File: config.mk
export PLATFORM = sky130hd
export DESIGN_NAME = bresenham_line_rasterizer
export DESIGN_NICKNAME = d
export VERILOG_FILES = /design/src/hdl/brl_pkg.sv /design/src/hdl/brl_sequencer.sv /design/src/hdl/brl_datapath.sv /design/src/hdl/bresenham_line_rasterizer.sv
export SDC_FILE = /design/constraint.sdc
export NUM_CORES = 1
export LEC_CHECK = 0
export BUFFER_PORTS_ARGS = -buffer_cell sky130_fd_sc_hd__clkbuf_2
export CORE_MARGIN = 4
export CORE_UTILIZATION = 32
export DETAILED_ROUTE_END_ITERATION = 8
export GPL_ROUTABILITY_DRIVEN = 0
export PLACE_DENSITY = 0.48
export SLEW_MARGIN = 25
export SYNTH_ARGS = -nofsm -noshare
export SYNTH_HDL_FRONTEND = slang
export SYNTH_HIERARCHICAL = 1
export SYNTH_SLANG_ARGS = --single-unit
export TNS_END_PERCENT = 100
File: constraint.sdc
create_clock -name clk_i -period 7.85 [get_ports clk_i]
set_clock_uncertainty 0.2 [all_clocks]
set_input_delay 1.1775 -clock clk_i [delete_from_list [all_inputs] [get_ports clk_i]]
set_output_delay 1.1775 -clock clk_i [all_outputs]
set_load 0.03 [all_outputs]
File: src/hdl/brl_pkg.sv
// Shared types and constants for the Bresenham line rasterizer.
// Holds the microcode control word, jump conditions and step codes.
// No dependencies.
`timescale 1ns / 1ps

package brl_pkg;

  // Fixed field widths of the ports
  localparam int unsigned COORD_W = 6;
  localparam int unsigned PITCH_W = 7;
  localparam int unsigned IDX_W   = 12;

  // Line pitch after reset
  localparam logic [PITCH_W-1:0] PITCH_RESET = 7'd64;

  // Step counter width and step codes of the microprogram
  localparam int unsigned STEP_W = 3;
  localparam logic [STEP_W-1:0] STEP_IDLE  = 3'd0;
  localparam logic [STEP_W-1:0] STEP_SWAP  = 3'd1;
  localparam logic [STEP_W-1:0] STEP_ORDER = 3'd2;
  localparam logic [STEP_W-1:0] STEP_TEST  = 3'd3;
  localparam logic [STEP_W-1:0] STEP_EMPTY = 3'd4;
  localparam logic [STEP_W-1:0] STEP_LOOP  = 3'd5;

  // Jump conditions
  typedef enum logic [1:0] {
    COND_NEVER,
    COND_NO_START,
    COND_SPAN,
    COND_MORE
  } cond_e;

  // One control word of the microprogram
  typedef struct packed {
    logic              load;
    logic              swap;
    logic              order;
    logic              emit_px;
    logic              emit_empty;
    logic              ret;
    cond_e             cond;
    logic [STEP_W-1:0] target;
  } ucode_t;

  // Datapath flags seen by the sequencer
  typedef struct packed {
    logic zero_span;
    logic last_px;
  } dp_status_t;

endpackage

File: src/hdl/brl_sequencer.sv
// Microcode sequencer: step counter, control store and jump logic.
// Depends on brl_pkg.
`timescale 1ns / 1ps

module brl_sequencer import brl_pkg::*; (
  input  logic       clk_i,
  input  logic       rst_ni,
  input  logic       start,
  input  dp_status_t status_i,
  output ucode_t     ctrl_o,
  output logic       busy
);

  logic [STEP_W-1:0] step_q, step_d;
  ucode_t            word;
  logic              take;

  // Control store
  always_comb begin
    word = '0;
    word.ret = 1'b1;
    unique case (step_q)
      STEP_IDLE: begin
        word.load   = 1'b1;
        word.ret    = 1'b0;
        word.cond   = COND_NO_START;
        word.target = STEP_IDLE;
      end
      STEP_SWAP: begin
        word.swap = 1'b1;
        word.ret  = 1'b0;
      end
      STEP_ORDER: begin
        word.order = 1'b1;
        word.ret   = 1'b0;
      end
      STEP_TEST: begin
        word.ret    = 1'b0;
        word.cond   = COND_SPAN;
        word.target = STEP_LOOP;
      end
      STEP_EMPTY: begin
        word.emit_empty = 1'b1;
      end
      STEP_LOOP: begin
        word.emit_px = 1'b1;
        word.cond    = COND_MORE;
        word.target  = STEP_LOOP;
      end
      default: begin
        word.ret = 1'b1;
      end
    endcase
  end

  // Evaluate the jump condition
  always_comb begin
    case (word.cond)
      COND_NO_START: take = !start;
      COND_SPAN:     take = !status_i.zero_span;
      COND_MORE:     take = !status_i.last_px;
      default:       take = 1'b0;
    endcase
  end

  // Jump, return to idle, or advance
  always_comb begin
    if (take) begin
      step_d = word.target;
    end else if (word.ret) begin
      step_d = STEP_IDLE;
    end else begin
      step_d = step_q + 1'b1;
    end
  end

  always_ff @(posedge clk_i or negedge rst_ni) begin
    if (!rst_ni) begin
      step_q <= STEP_IDLE;
    end else begin
      step_q <= step_d;
    end
  end

  assign ctrl_o = word;
  assign busy   = (step_q != STEP_IDLE);

endmodule

File: src/hdl/brl_datapath.sv
// Datapath of the line rasterizer: endpoint registers, error term,
// pixel index multiply and the registered result beat.
// Depends on brl_pkg; driven by brl_sequencer control words.
`timescale 1ns / 1ps

module brl_datapath import brl_pkg::*; #(
  parameter int unsigned COORD_BITS = 6
) (
  input  logic               clk_i,
  input  logic               rst_ni,
  input  ucode_t             ctrl_i,
  input  logic [COORD_W-1:0] start_x_i,
  input  logic [COORD_W-1:0] start_y_i,
  input  logic [COORD_W-1:0] end_x_i,
  input  logic [COORD_W-1:0] end_y_i,
  input  logic [PITCH_W-1:0] pitch_i,
  output dp_status_t         status_o,
  output logic               pixel_valid_o,
  output logic [COORD_W-1:0] pixel_x_o,
  output logic [COORD_W-1:0] pixel_y_o,
  output logic [IDX_W-1:0]   pixel_index_o,
  output logic               empty_line_o,
  output logic               last_o
);

  localparam int unsigned CB = COORD_BITS;
  localparam int unsigned EW = COORD_BITS + 3;

  logic [CB-1:0] a0_q, b0_q, a1_q, b1_q;
  logic [CB-1:0] span_x, span_y, lo_a, hi_a, lo_b, hi_b, minor_span;
  logic [CB-1:0] major_q, mspan_q, px, py;
  logic          steep_q, up_q, steep_n, flip;
  logic signed [EW-1:0] err_q, err_n, err_fix;
  logic [COORD_W-1:0]   px_w, py_w;
  logic [COORD_W+PITCH_W-1:0] prod;
  logic                 valid_q;
  logic [COORD_W-1:0]   x_q, y_q;
  logic [IDX_W-1:0]     idx_q;
  logic                 empty_q, last_q;

  // Spans of the raw endpoints and steepness
  assign span_x  = (a1_q > a0_q) ? a1_q - a0_q : a0_q - a1_q;
  assign span_y  = (b1_q > b0_q) ? b1_q - b0_q : b0_q - b1_q;
  assign steep_n = span_y > span_x;

  // Order endpoints so the major coordinate rises
  assign flip       = a0_q > a1_q;
  assign lo_a       = flip ? a1_q : a0_q;
  assign hi_a       = flip ? a0_q : a1_q;
  assign lo_b       = flip ? b1_q : b0_q;
  assign hi_b       = flip ? b0_q : b1_q;
  assign minor_span = (hi_b > lo_b) ? hi_b - lo_b : lo_b - hi_b;

  // Error update for one step
  assign err_n   = err_q - $signed({2'b00, mspan_q, 1'b0});
  assign err_fix = err_n + $signed({2'b00, major_q, 1'b0});

  // Status flags for the sequencer
  assign status_o.zero_span = (major_q == '0);
  assign status_o.last_px   = ({1'b0, a0_q} + 1'b1) == {1'b0, a1_q};

  // Current pixel and its linear index
  assign px   = steep_q ? b0_q : a0_q;
  assign py   = steep_q ? a0_q : b0_q;
  assign px_w = COORD_W'(px);
  assign py_w = COORD_W'(py);
  assign prod = py_w * pitch_i;

  // Load, swap, order and step the line registers
  always_ff @(posedge clk_i) begin
    if (ctrl_i.load) begin
      a0_q <= start_x_i[CB-1:0];
      b0_q <= start_y_i[CB-1:0];
      a1_q <= end_x_i[CB-1:0];
      b1_q <= end_y_i[CB-1:0];
    end else if (ctrl_i.swap) begin
      steep_q <= steep_n;
      if (steep_n) begin
        a0_q <= b0_q;
        b0_q <= a0_q;
        a1_q <= b1_q;
        b1_q <= a1_q;
      end
    end else if (ctrl_i.order) begin
      a0_q    <= lo_a;
      a1_q    <= hi_a;
      b0_q    <= lo_b;
      b1_q    <= hi_b;
      major_q <= hi_a - lo_a;
      mspan_q <= minor_span;
      up_q    <= lo_b < hi_b;
      err_q   <= $signed({3'b000, hi_a - lo_a});
    end else if (ctrl_i.emit_px) begin
      a0_q <= a0_q + 1'b1;
      if (err_n < 0) begin
        b0_q  <= up_q ? b0_q + 1'b1 : b0_q - 1'b1;
        err_q <= err_fix;
      end else begin
        err_q <= err_n;
      end
    end
  end

  // Capture the result beat
  always_ff @(posedge clk_i) begin
    if (ctrl_i.emit_empty) begin
      x_q     <= '0;
      y_q     <= '0;
      idx_q   <= '0;
      empty_q <= 1'b1;
      last_q  <= 1'b1;
    end else if (ctrl_i.emit_px) begin
      x_q     <= px_w;
      y_q     <= py_w;
      idx_q   <= IDX_W'(prod + (COORD_W + PITCH_W)'(px_w));
      empty_q <= 1'b0;
      last_q  <= status_o.last_px;
    end
  end

  // Strobe for one cycle per beat
  always_ff @(posedge clk_i or negedge rst_ni) begin
    if (!rst_ni) begin
      valid_q <= 1'b0;
    end else begin
      valid_q <= ctrl_i.emit_px | ctrl_i.emit_empty;
    end
  end

  assign pixel_valid_o = valid_q;
  assign pixel_x_o     = x_q;
  assign pixel_y_o     = y_q;
  assign pixel_index_o = idx_q;
  assign empty_line_o  = empty_q;
  assign last_o        = last_q;

endmodule

File: src/hdl/bresenham_line_rasterizer.sv
// Top level of the Bresenham line rasterizer: line pitch register,
// microcode sequencer and datapath.
// Depends on brl_pkg, brl_sequencer and brl_datapath.
`timescale 1ns / 1ps

// Usage:
//   Present both endpoints on start_x_i/start_y_i/end_x_i/end_y_i and pulse
//   start while busy is low; the line is taken at that clock edge.
//   Pixels come out one per cycle in order, each beat marked by a one-cycle
//   pixel_valid_o with pixel_x_o, pixel_y_o and pixel_index_o
//   (row * pitch + column, low 12 bits). last_o flags the final beat.
//   A line whose endpoints coincide gives a single beat with empty_line_o
//   and last_o set and zero coordinates.
//   The first beat follows three setup steps of the microprogram (swap,
//   order, test), then one loop step per pixel on the shared datapath, or
//   one empty step. A new line is accepted only once the sequencer is idle.
//   line_pitch_i is written when line_pitch_we_i is high; the user must
//   write it only while idle; the block does not enforce this. Reset
//   returns the sequencer to idle, drops the strobe and sets the
//   pitch to 64. Beats cannot be held off by the receiver.

module bresenham_line_rasterizer import brl_pkg::*; #(
  parameter int unsigned COORD_BITS = 6
) (
  input  logic               clk_i,
  input  logic               rst_ni,
  input  logic               line_pitch_we_i,
  input  logic [PITCH_W-1:0] line_pitch_i,
  input  logic               start,
  output logic               busy,
  input  logic [COORD_W-1:0] start_x_i,
  input  logic [COORD_W-1:0] start_y_i,
  input  logic [COORD_W-1:0] end_x_i,
  input  logic [COORD_W-1:0] end_y_i,
  output logic               pixel_valid_o,
  output logic [COORD_W-1:0] pixel_x_o,
  output logic [COORD_W-1:0] pixel_y_o,
  output logic [IDX_W-1:0]   pixel_index_o,
  output logic               empty_line_o,
  output logic               last_o
);

  logic [PITCH_W-1:0] pitch_q;
  ucode_t             ctrl;
  dp_status_t         status;

  // Hold the line pitch
  always_ff @(posedge clk_i or negedge rst_ni) begin
    if (!rst_ni) begin
      pitch_q <= PITCH_RESET;
    end else if (line_pitch_we_i) begin
      pitch_q <= line_pitch_i;
    end
  end

  brl_sequencer u_seq (
    .clk_i    (clk_i),
    .rst_ni   (rst_ni),
    .start    (start),
    .status_i (status),
    .ctrl_o   (ctrl),
    .busy     (busy)
  );

  brl_datapath #(
    .COORD_BITS (COORD_BITS)
  ) u_dp (
    .clk_i         (clk_i),
    .rst_ni        (rst_ni),
    .ctrl_i        (ctrl),
    .start_x_i     (start_x_i),
    .start_y_i     (start_y_i),
    .end_x_i       (end_x_i),
    .end_y_i       (end_y_i),
    .pitch_i       (pitch_q),
    .status_o      (status),
    .pixel_valid_o (pixel_valid_o),
    .pixel_x_o     (pixel_x_o),
    .pixel_y_o     (pixel_y_o),
    .pixel_index_o (pixel_index_o),
    .empty_line_o  (empty_line_o),
    .last_o        (last_o)
  );

endmodule
==> flow_metrics.env, run 1 <==
export IMPL_cts_resized=0
export IMPL_die_h_um=166
export IMPL_h_tree_depth=3
export IMPL_grt_max_degree=52
export IMPL_insertedDiodeCount=0
export IMPL_syn_to_final_growth_pct=11.1
export IMPL_critical_path_class="register to register"
export IMPL_hold_viol=0
export IMPL_total_leakage_power_nw=4.03
export IMPL_rsz0062_at_grt="no"
export IMPL_max_cap_viol_count=0
export IMPL_grt_pass1_vias=6334
export IMPL_cp_start_kind="register"
export IMPL_cts_tree="built"
export IMPL_ff2ff_setup_slack_ns=2.16
export IMPL_ir_drop_mv=0.106
export IMPL_finalSetupViolations=0
export IMPL_routed_wl_um=22800
export IMPL_syn_num_nets=1062
export IMPL_drt_pass1_iter_count=5
export IMPL_ant_nets=0
export IMPL_drive_gt1_frac=0.131
export IMPL_min_period_over_period=0.725
export IMPL_floorplan_initialDensity=0.328
export IMPL_ios=63
export IMPL_die_w_um=166
export IMPL_cts_buffer_depth=2
export IMPL_final_common_cell="nand2_1"
export IMPL_fmax_mhz=176
export IMPL_core_area_um2=24500
export IMPL_path_clk_slew_ns=0.07
export IMPL_crit_path_max_fanout=18
export IMPL_gr_total_overflow=0
export IMPL_worstMarginPinSlew_ns=1.04
export IMPL_final_nets=1100
export IMPL_fin_setup_tns_ns=0
export IMPL_p_per_area_nw_per_um2=224
export IMPL_final_cell_mix="nand2_1, inv_1, ha_1"
export IMPL_drt_wirelength_per_cell_um=17.8
export IMPL_numCtsBuffers=9
export IMPL_synth_cells=913
export IMPL_slew_viol_final=0
export IMPL_grt_pass1_wl_um=36400
export IMPL_drt_iter0_drc=438
export IMPL_cp_required_ns=7.90
export IMPL_via_per_inst=5.08
export IMPL_place_hpwl_um=17700
export IMPL_finalHoldWorstSlack_ns=0.272
export IMPL_hold_path_class="register to register"
export IMPL_cp_end_kind="register"
export IMPL_dieArea_um2=27600
export IMPL_crit_arrival_ns=5.74
export IMPL_cts_hold_buffers_added=0
export IMPL_antenna_found_initial=0
export IMPL_relSlewSlack=0.303
export IMPL_cts_root_buf="clkbuf_16"
export IMPL_slowest_delay_ns=0.77
export IMPL_period_needed_ns=5.69
export IMPL_grt_usage=0.164
export IMPL_status="finished clean"
export IMPL_clock_latency_ns=0.36
export IMPL_post_cts_buffers=0
export IMPL_vias=6508
export IMPL_cp_cell_sequence="mux2i_1 > nor2b_1 > fa_1 > inv_1 > fa_1 > inv_1 > fa_1 > inv_1 > fa_1 > inv_1 > ha_1 > a21oi_1 > o21bai_1 > a41oi_1 > mux2_2 > a311o_1"
export IMPL_drcViolationCount=0
export IMPL_synth_cell_area_um2=8020
export IMPL_yosys_warnings=6
export IMPL_io_buffer_count=62
export IMPL_clock_sinks=83
export IMPL_slowest_stage="edfxtp_1"
export IMPL_syn_area_per_cell_um2=8.78
export IMPL_rows=57
per-layer routing:
metal | global-route usage | part of all wire
met4 | 0.0452 | 0.014
met5 | 0 | 0
met1 | 0.247 | 0.49
met2 | 0.246 | 0.43
met3 | 0.0217 | 0.058
state kept, by name, indices dropped and copies added (netlist names), 6 cells and up, named ones only:
register            cells
u_dp/err_q              8
u_dp/pixel_y_o          6
u_dp/b0_q               6
pitch_q                 7
u_dp/mspan_q            6
u_dp/b1_q               6
u_dp/pixel_index_o     12
u_dp/major_q            6
u_dp/pixel_x_o          6
report_power, final:
group / switching, mW / internal (mW) / total [mW] / leakage [nW]
logic: 0.590 / 0.407 / 0.997 / 3.09
registers: 0.0526 / 0.517 / 0.570 / 0.788
clock network: 0.195 / 0.236 / 0.431 / 0.149
total: 0.837 / 1.16 / 2.00 / 4.03
area by class of cell:
class / count / area [um2]
inverters: 96 / 360
multi-input cells: 691 / 5300
flip-flops and latches: 83 / 2180
fillers: 2543 / 15600
well taps: 324 / 405
clock inverters: 6 / 43.8
clock buffers: 10 / 250
repair buffers: 70 / 370
stage by stage:
| step | utilization | total power [mW] | worst slack (ns) | instances | area (um2) |
|---|---|---|---|---|---|
| 5_1_grt | 0.364 | 2.16 | 1.80 | 1280 | 8910 |
| 4_1_cts | 0.364 | 2.02 | 2.17 | 1280 | 8910 |
| 3_3_place_gp | 0.352 | 1.58 | 2.24 | 1264 | 8610 |
| 6_report | 0.364 | 2.00 | 2.16 | 1280 | 8910 |
| 3_5_place_dp | 0.352 | 1.57 | 2.18 | 1264 | 8610 |
| 2_1_floorplan | - | 1.32 | 2.60 | 913 | 8020 |
worst max-delay path, delay by kind of cell, from the launching register on:
kind	cells	cell delay, ns
fa+ha+maj	5	2.33
buf+inv	4	0.19
compound gates	4	0.86
simple gates	1	0.15
mux	2	1.07
flops	1	0.77
final timing paths:
path / from / to / cells after the start
max: u_dp/steep_q / u_dp/pixel_index_o[10] / 16
min: u_dp/empty_line_o / u_dp/empty_line_o / 1
max reg2reg: u_dp/steep_q / u_dp/pixel_index_o[10] / 16
min reg2reg: u_dp/empty_line_o / u_dp/empty_line_o / 1
max in group asynchronous: rst_ni / pitch_q[6] / 1
min in group asynchronous: rst_ni / pitch_q[5] / 1
Power figures use the tool's default switching activity.
==> run 2: changes to the inputs <==
==> constraint.sdc (replaced) <==
create_clock -name clk_i -period 5.6 [get_ports clk_i]
set_clock_uncertainty 0.2 [all_clocks]
set_input_delay 0.84 -clock clk_i [delete_from_list [all_inputs] [get_ports clk_i]]
set_output_delay 0.84 -clock clk_i [all_outputs]
set_load 0.03 [all_outputs]
==> flow_metrics.env, run 2 (same netlist as run 1, synthesis figures left out) <==
export IMPL_status="finished clean"
export IMPL_cp_required_ns=5.64
export IMPL_drt_wirelength_per_cell_um=17.6
export IMPL_period_needed_ns=5.12
export IMPL_grt_max_degree=52
export IMPL_hold_path_class="input pin to async pin"
export IMPL_antenna_found_initial=0
export IMPL_via_per_inst=5.09
export IMPL_ios=63
export IMPL_hold_viol=0
export IMPL_top_usage_layer="met2"
export IMPL_grt_usage=0.166
export IMPL_core_area_um2=24500
export IMPL_final_common_cell="nand2_1"
export IMPL_syn_to_final_growth_pct=13.6
export IMPL_fmax_mhz=195
export IMPL_vias=6645
export IMPL_place_area_um2=8810
export IMPL_ant_nets=0
export IMPL_fin_setup_tns_ns=0
export IMPL_die_h_um=166
export IMPL_use_met2=0.256
export IMPL_grt_pass1_vias=6668
export IMPL_finalSetupViolations=0
export IMPL_drcViolationCount=0
export IMPL_insertedDiodeCount=0
export IMPL_die_w_um=166
export IMPL_relSlewSlack=0.311
export IMPL_clock_sinks=83
export IMPL_crit_arrival_ns=5.16
export IMPL_grt_pass1_wl_um=36900
export IMPL_cts_tree="built"
export IMPL_globalRouteMet3Util=0.0238
export IMPL_rows=57
export IMPL_cts_hold_buffers_added=0
export IMPL_floorplan_initialDensity=0.328
export IMPL_io_buffer_count=62
export IMPL_cts_root_buf="clkbuf_16"
export IMPL_rsz0062_at_grt="no"
export IMPL_place_hpwl_um=18100
export IMPL_clock_latency_ns=0.35
export IMPL_min_period_over_period=0.915
export IMPL_drt_pass1_iter_count=5
export IMPL_largest_reg_flops=12
export IMPL_final_area_um2=9100
export IMPL_crit_path_max_fanout=7
export IMPL_dieArea_um2=27600
export IMPL_final_cell_mix="nand2_1, inv_1, ha_1"
export IMPL_gr_total_overflow=0
export IMPL_cts_resized=0
export IMPL_worstMarginPinSlew_ns=1.03
export IMPL_critical_path_class="register to register"
export IMPL_cp_end_kind="register"
export IMPL_cp_start_kind="register"
export IMPL_cts_buffer_depth=2
export IMPL_routed_wl_um=23000
export IMPL_fin_total_pwr_mw=2.84
export IMPL_total_leakage_power_nw=4.15
export IMPL_drive_gt1_frac=0.153
export IMPL_drt_iter0_drc=439
export IMPL_met1_usage=0.241
export IMPL_slew_viol_final=0
export IMPL_p_per_area_nw_per_um2=312
export IMPL_h_tree_depth=3
export IMPL_max_cap_viol_count=0
export IMPL_numCtsBuffers=9
export IMPL_ir_drop_mv=0.141
export IMPL_post_cts_buffers=0
export IMPL_final_nets=1126
export IMPL_path_clk_slew_ns=0.07
[run 2: power breakdown]
part	switching (mW)	total, mW	internal [mW]
Combinational	0.860	1.45	0.589
Clock	0.274	0.609	0.335
Sequential	0.0563	0.781	0.725
Total	1.19	2.84	1.65
[run 2: path summary, 6_finish.rpt]
| kind | from | to | slack, ns | cells past startpoint |
|---|---|---|---|---|
| max | u_dp/b0_q[5] | u_dp/pixel_index_o[10] | 0.48 | 16 |
| min | rst_ni | u_dp/pixel_valid_o | 0.20 | 1 |
| max reg2reg | u_dp/b0_q[5] | u_dp/pixel_index_o[10] | 0.48 | 16 |
| min reg2reg | u_dp/empty_line_o | u_dp/empty_line_o | 0.26 | 1 |
| max in group asynchronous | rst_ni | pitch_q[6] | 4.68 | 1 |
| min in group clk_i | u_dp/empty_line_o | u_dp/empty_line_o | 0.26 | 1 |
[run 2: through the flow]
stage | std cells | utilization | hold WS (ns) | worst slack, ns
6_report | 1306 | 0.372 | 0.196 | 0.478
5_1_grt | 1306 | 0.372 | 0.200 | 0.248
4_1_cts | 1306 | 0.372 | 0.192 | 0.518
3_5_place_dp | 1290 | 0.360 | 0.244 | 0.521
3_3_place_gp | 1290 | 0.360 | 0.243 | 0.579
2_1_floorplan | 913 | - | 0.293 | 0.347
[run 2: cell type report]
type | instances | area (um2)
fillers | 2577 | 15400
multi-input cells | 691 | 5300
flip-flops and latches | 83 | 2180
repair buffers | 96 | 566
well taps | 324 | 405
inverters | 96 | 360
clock buffers | 10 | 250
clock inverters | 6 | 47.5
[run 2: layer usage]
layer	up-vias	part of all wire	routed length, um
li1	3317	-	-
met1	3082	0.48	11100
met2	217	0.44	10100
met3	29	0.054	1250
met4	0	0.021	483
met5	-	0	0
[run 2: critical path, stage by stage (launching register included)]
cell      delay, ns
edfxtp_1       0.55
inv_1          0.21
o21ai_1        0.20
nand2_1        0.10
fa_1           0.52
fa_1           0.54
inv_1          0.05
fa_1           0.52
inv_1          0.05
fa_1           0.49
inv_1          0.04
ha_1           0.29
a21oi_1        0.21
o21bai_1       0.12
a41oi_1        0.24
mux2_2         0.36
a311o_1        0.31
==> run 3: changes to the inputs <==
==> constraint.sdc (replaced) <==
create_clock -name clk_i -period 5.05 [get_ports clk_i]
set_clock_uncertainty 0.2 [all_clocks]
set_input_delay 0.7575 -clock clk_i [delete_from_list [all_inputs] [get_ports clk_i]]
set_output_delay 0.7575 -clock clk_i [all_outputs]
set_load 0.03 [all_outputs]
==> flow_metrics.env, run 3 (same netlist as run 1, synthesis figures left out) <==
export IMPL_status="finished clean"
export IMPL_swShare=0.418
export IMPL_fmax_mhz=204
export IMPL_clock_latency_ns=0.36
export IMPL_die_w_um=166
export IMPL_cts_buffer_depth=2
export IMPL_final_cells=1330
export IMPL_ios=63
export IMPL_drive_gt1_frac=0.180
export IMPL_final_util=0.381
export IMPL_hold_viol=0
export IMPL_ir_drop_mv=0.239
export IMPL_dieArea_um2=27600
export IMPL_core_area_um2=24500
export IMPL_cp_cell_sequence="buf_4 > mux2i_2 > nor2b_1 > fa_1 > inv_1 > fa_1 > inv_1 > fa_1 > inv_1 > fa_1 > inv_1 > ha_1 > a21oi_2 > o21bai_1 > a41oi_1 > mux2_2 > a311o_1"
export IMPL_via_per_inst=5.08
export IMPL_dp_cells=1309
export IMPL_startpoint="u_dp/steep_q"
export IMPL_clkPwrFrac=0.219
export IMPL_gr_total_overflow=0
export IMPL_ant_nets=0
export IMPL_total_leakage_power_nw=4.27
export IMPL_worstSetupEndpoint="u_dp/pixel_index_o[10]"
export IMPL_cp_required_ns=5.10
export IMPL_crit_arrival_ns=4.96
export IMPL_p_switching_mw=1.37
export IMPL_final_cell_mix="nand2_1, inv_1, ha_1"
export IMPL_hold_path_class="input pin to async pin"
export IMPL_seqPwrFrac=0.259
export IMPL_path_clk_slew_ns=0.08
export IMPL_slowest_delay_ns=0.53
export IMPL_numCtsBuffers=9
export IMPL_h_tree_depth=3
export IMPL_grt_max_degree=52
export IMPL_fin_total_pwr_mw=3.29
export IMPL_p_int_mw=1.91
export IMPL_drt_wirelength_per_cell_um=18.0
export IMPL_min_period_over_period=0.973
export IMPL_ff2ff_setup_slack_ns=0.14
export IMPL_vias=6755
export IMPL_insertedDiodeCount=0
export IMPL_fin_setup_tns_ns=0
export IMPL_p_per_area_nw_per_um2=352
export IMPL_syn_to_final_growth_pct=16.4
export IMPL_p_comb_frac=0.522
export IMPL_cp_top_family="adder cells"
export IMPL_grt_usage=0.170
export IMPL_rsz0062_at_grt="yes"
export IMPL_grt_pass1_wl_um=37400
export IMPL_drt_pass1_iter_count=5
export IMPL_floorplan_initialDensity=0.328
export IMPL_final_nets=1150
export IMPL_drt_iter0_drc=446
export IMPL_die_h_um=166
export IMPL_grt_pass1_vias=6493
export IMPL_r2r_end="u_dp/pixel_index_o[10]"
export IMPL_worstMarginPinSlew_ns=1.07
export IMPL_final_area_um2=9330
export IMPL_crit_buf_inv=5
export IMPL_rr_worst_depth=17
export IMPL_place_hpwl_um=18700
export IMPL_clock_sinks=83
export IMPL_largest_reg_flops=12
export IMPL_antenna_found_initial=0
export IMPL_period_needed_ns=4.91
export IMPL_final_common_cell="nand2_1"
export IMPL_routed_wl_um=23900
export IMPL_rows=57
export IMPL_place_area_um2=8970
export IMPL_path_depth=17
export IMPL_cts_root_buf="clkbuf_16"
export IMPL_cp_start_kind="register"
export IMPL_r2r_start="u_dp/steep_q"
export IMPL_relSlewSlack=0.281
export IMPL_slowest_stage="fa_1"
export IMPL_critical_path_class="register to register"
export IMPL_finalSetupViolations=0
export IMPL_drcViolationCount=0
export IMPL_cts_tree="built"
export IMPL_max_cap_viol_count=0
export IMPL_cp_end_kind="register"
export IMPL_crit_path_max_fanout=4
export IMPL_n_fill_cell=2533
export IMPL_slew_viol_final=0
export IMPL_io_buffer_count=62
run 3: cell types whose count changed in the layout (fill, tap and decap cells not counted), sizes merged:
cell,change
buf,+23
bufinv,+1
clkinv,+1
inv,-1
run 3: final cells by class:
type / count / area, um2 / area share
multi-input cells: 691 / 5330 / 0.571
flip-flops and latches: 83 / 2180 / 0.233
repair buffers: 120 / 756 / 0.0810
well taps: 324 / 405 / 0.0434
inverters: 96 / 360 / 0.0386
clock buffers: 9 / 225 / 0.0241
clock inverters: 7 / 81.3 / 0.00872
run 3: power by group through the flow:
stage	sequential, mW	combinational [mW]	clock [mW]
floorplan	0.916	1.14	0
global placement	0.867	1.67	0
detailed placement	0.867	1.67	0
CTS	0.852	1.68	0.745
global route	0.857	1.90	0.761
finish	0.850	1.72	0.721
run 3: per-stage QoR:
step / hold WS (ns) / setup slack [ns]
after global routing: 0.126 / -0.0533
final: 0.109 / 0.137
after floorplan: 0.262 / 0.0348
after CTS: 0.108 / 0.0773
after global placement: 0.245 / 0.134
after detailed placement: 0.258 / 0.0733
run 3: what timing repair did:
action,4_1_cts,5_1_grt
setup buffers,0,5
gates resized for setup,0,8
setup endpoints to repair,0,24
endpoints found under the hold margin,0,0
hold buffers,0,0
run 3: how the worst min path moves through the flow:
stage                                     to  cells after the start               from
after floorplan                   pitch_q[0]                      0             rst_ni
after global placement     u_dp/empty_line_o                      1  u_dp/empty_line_o
after detailed placement   u_dp/empty_line_o                      1  u_dp/empty_line_o
after CTS                 u_dp/pixel_valid_o                      1             rst_ni
after global routing      u_dp/pixel_valid_o                      1             rst_ni
final                     u_dp/pixel_valid_o                      1             rst_ni
run 3: per-layer routing:
metal	vias to the layer above	track usage	wire [um]
li1	3357	-	-
met1	3167	0.263	12100
met2	209	0.250	10200
met3	22	0.0176	1230
met4	0	0.0487	398
met5	-	0	0
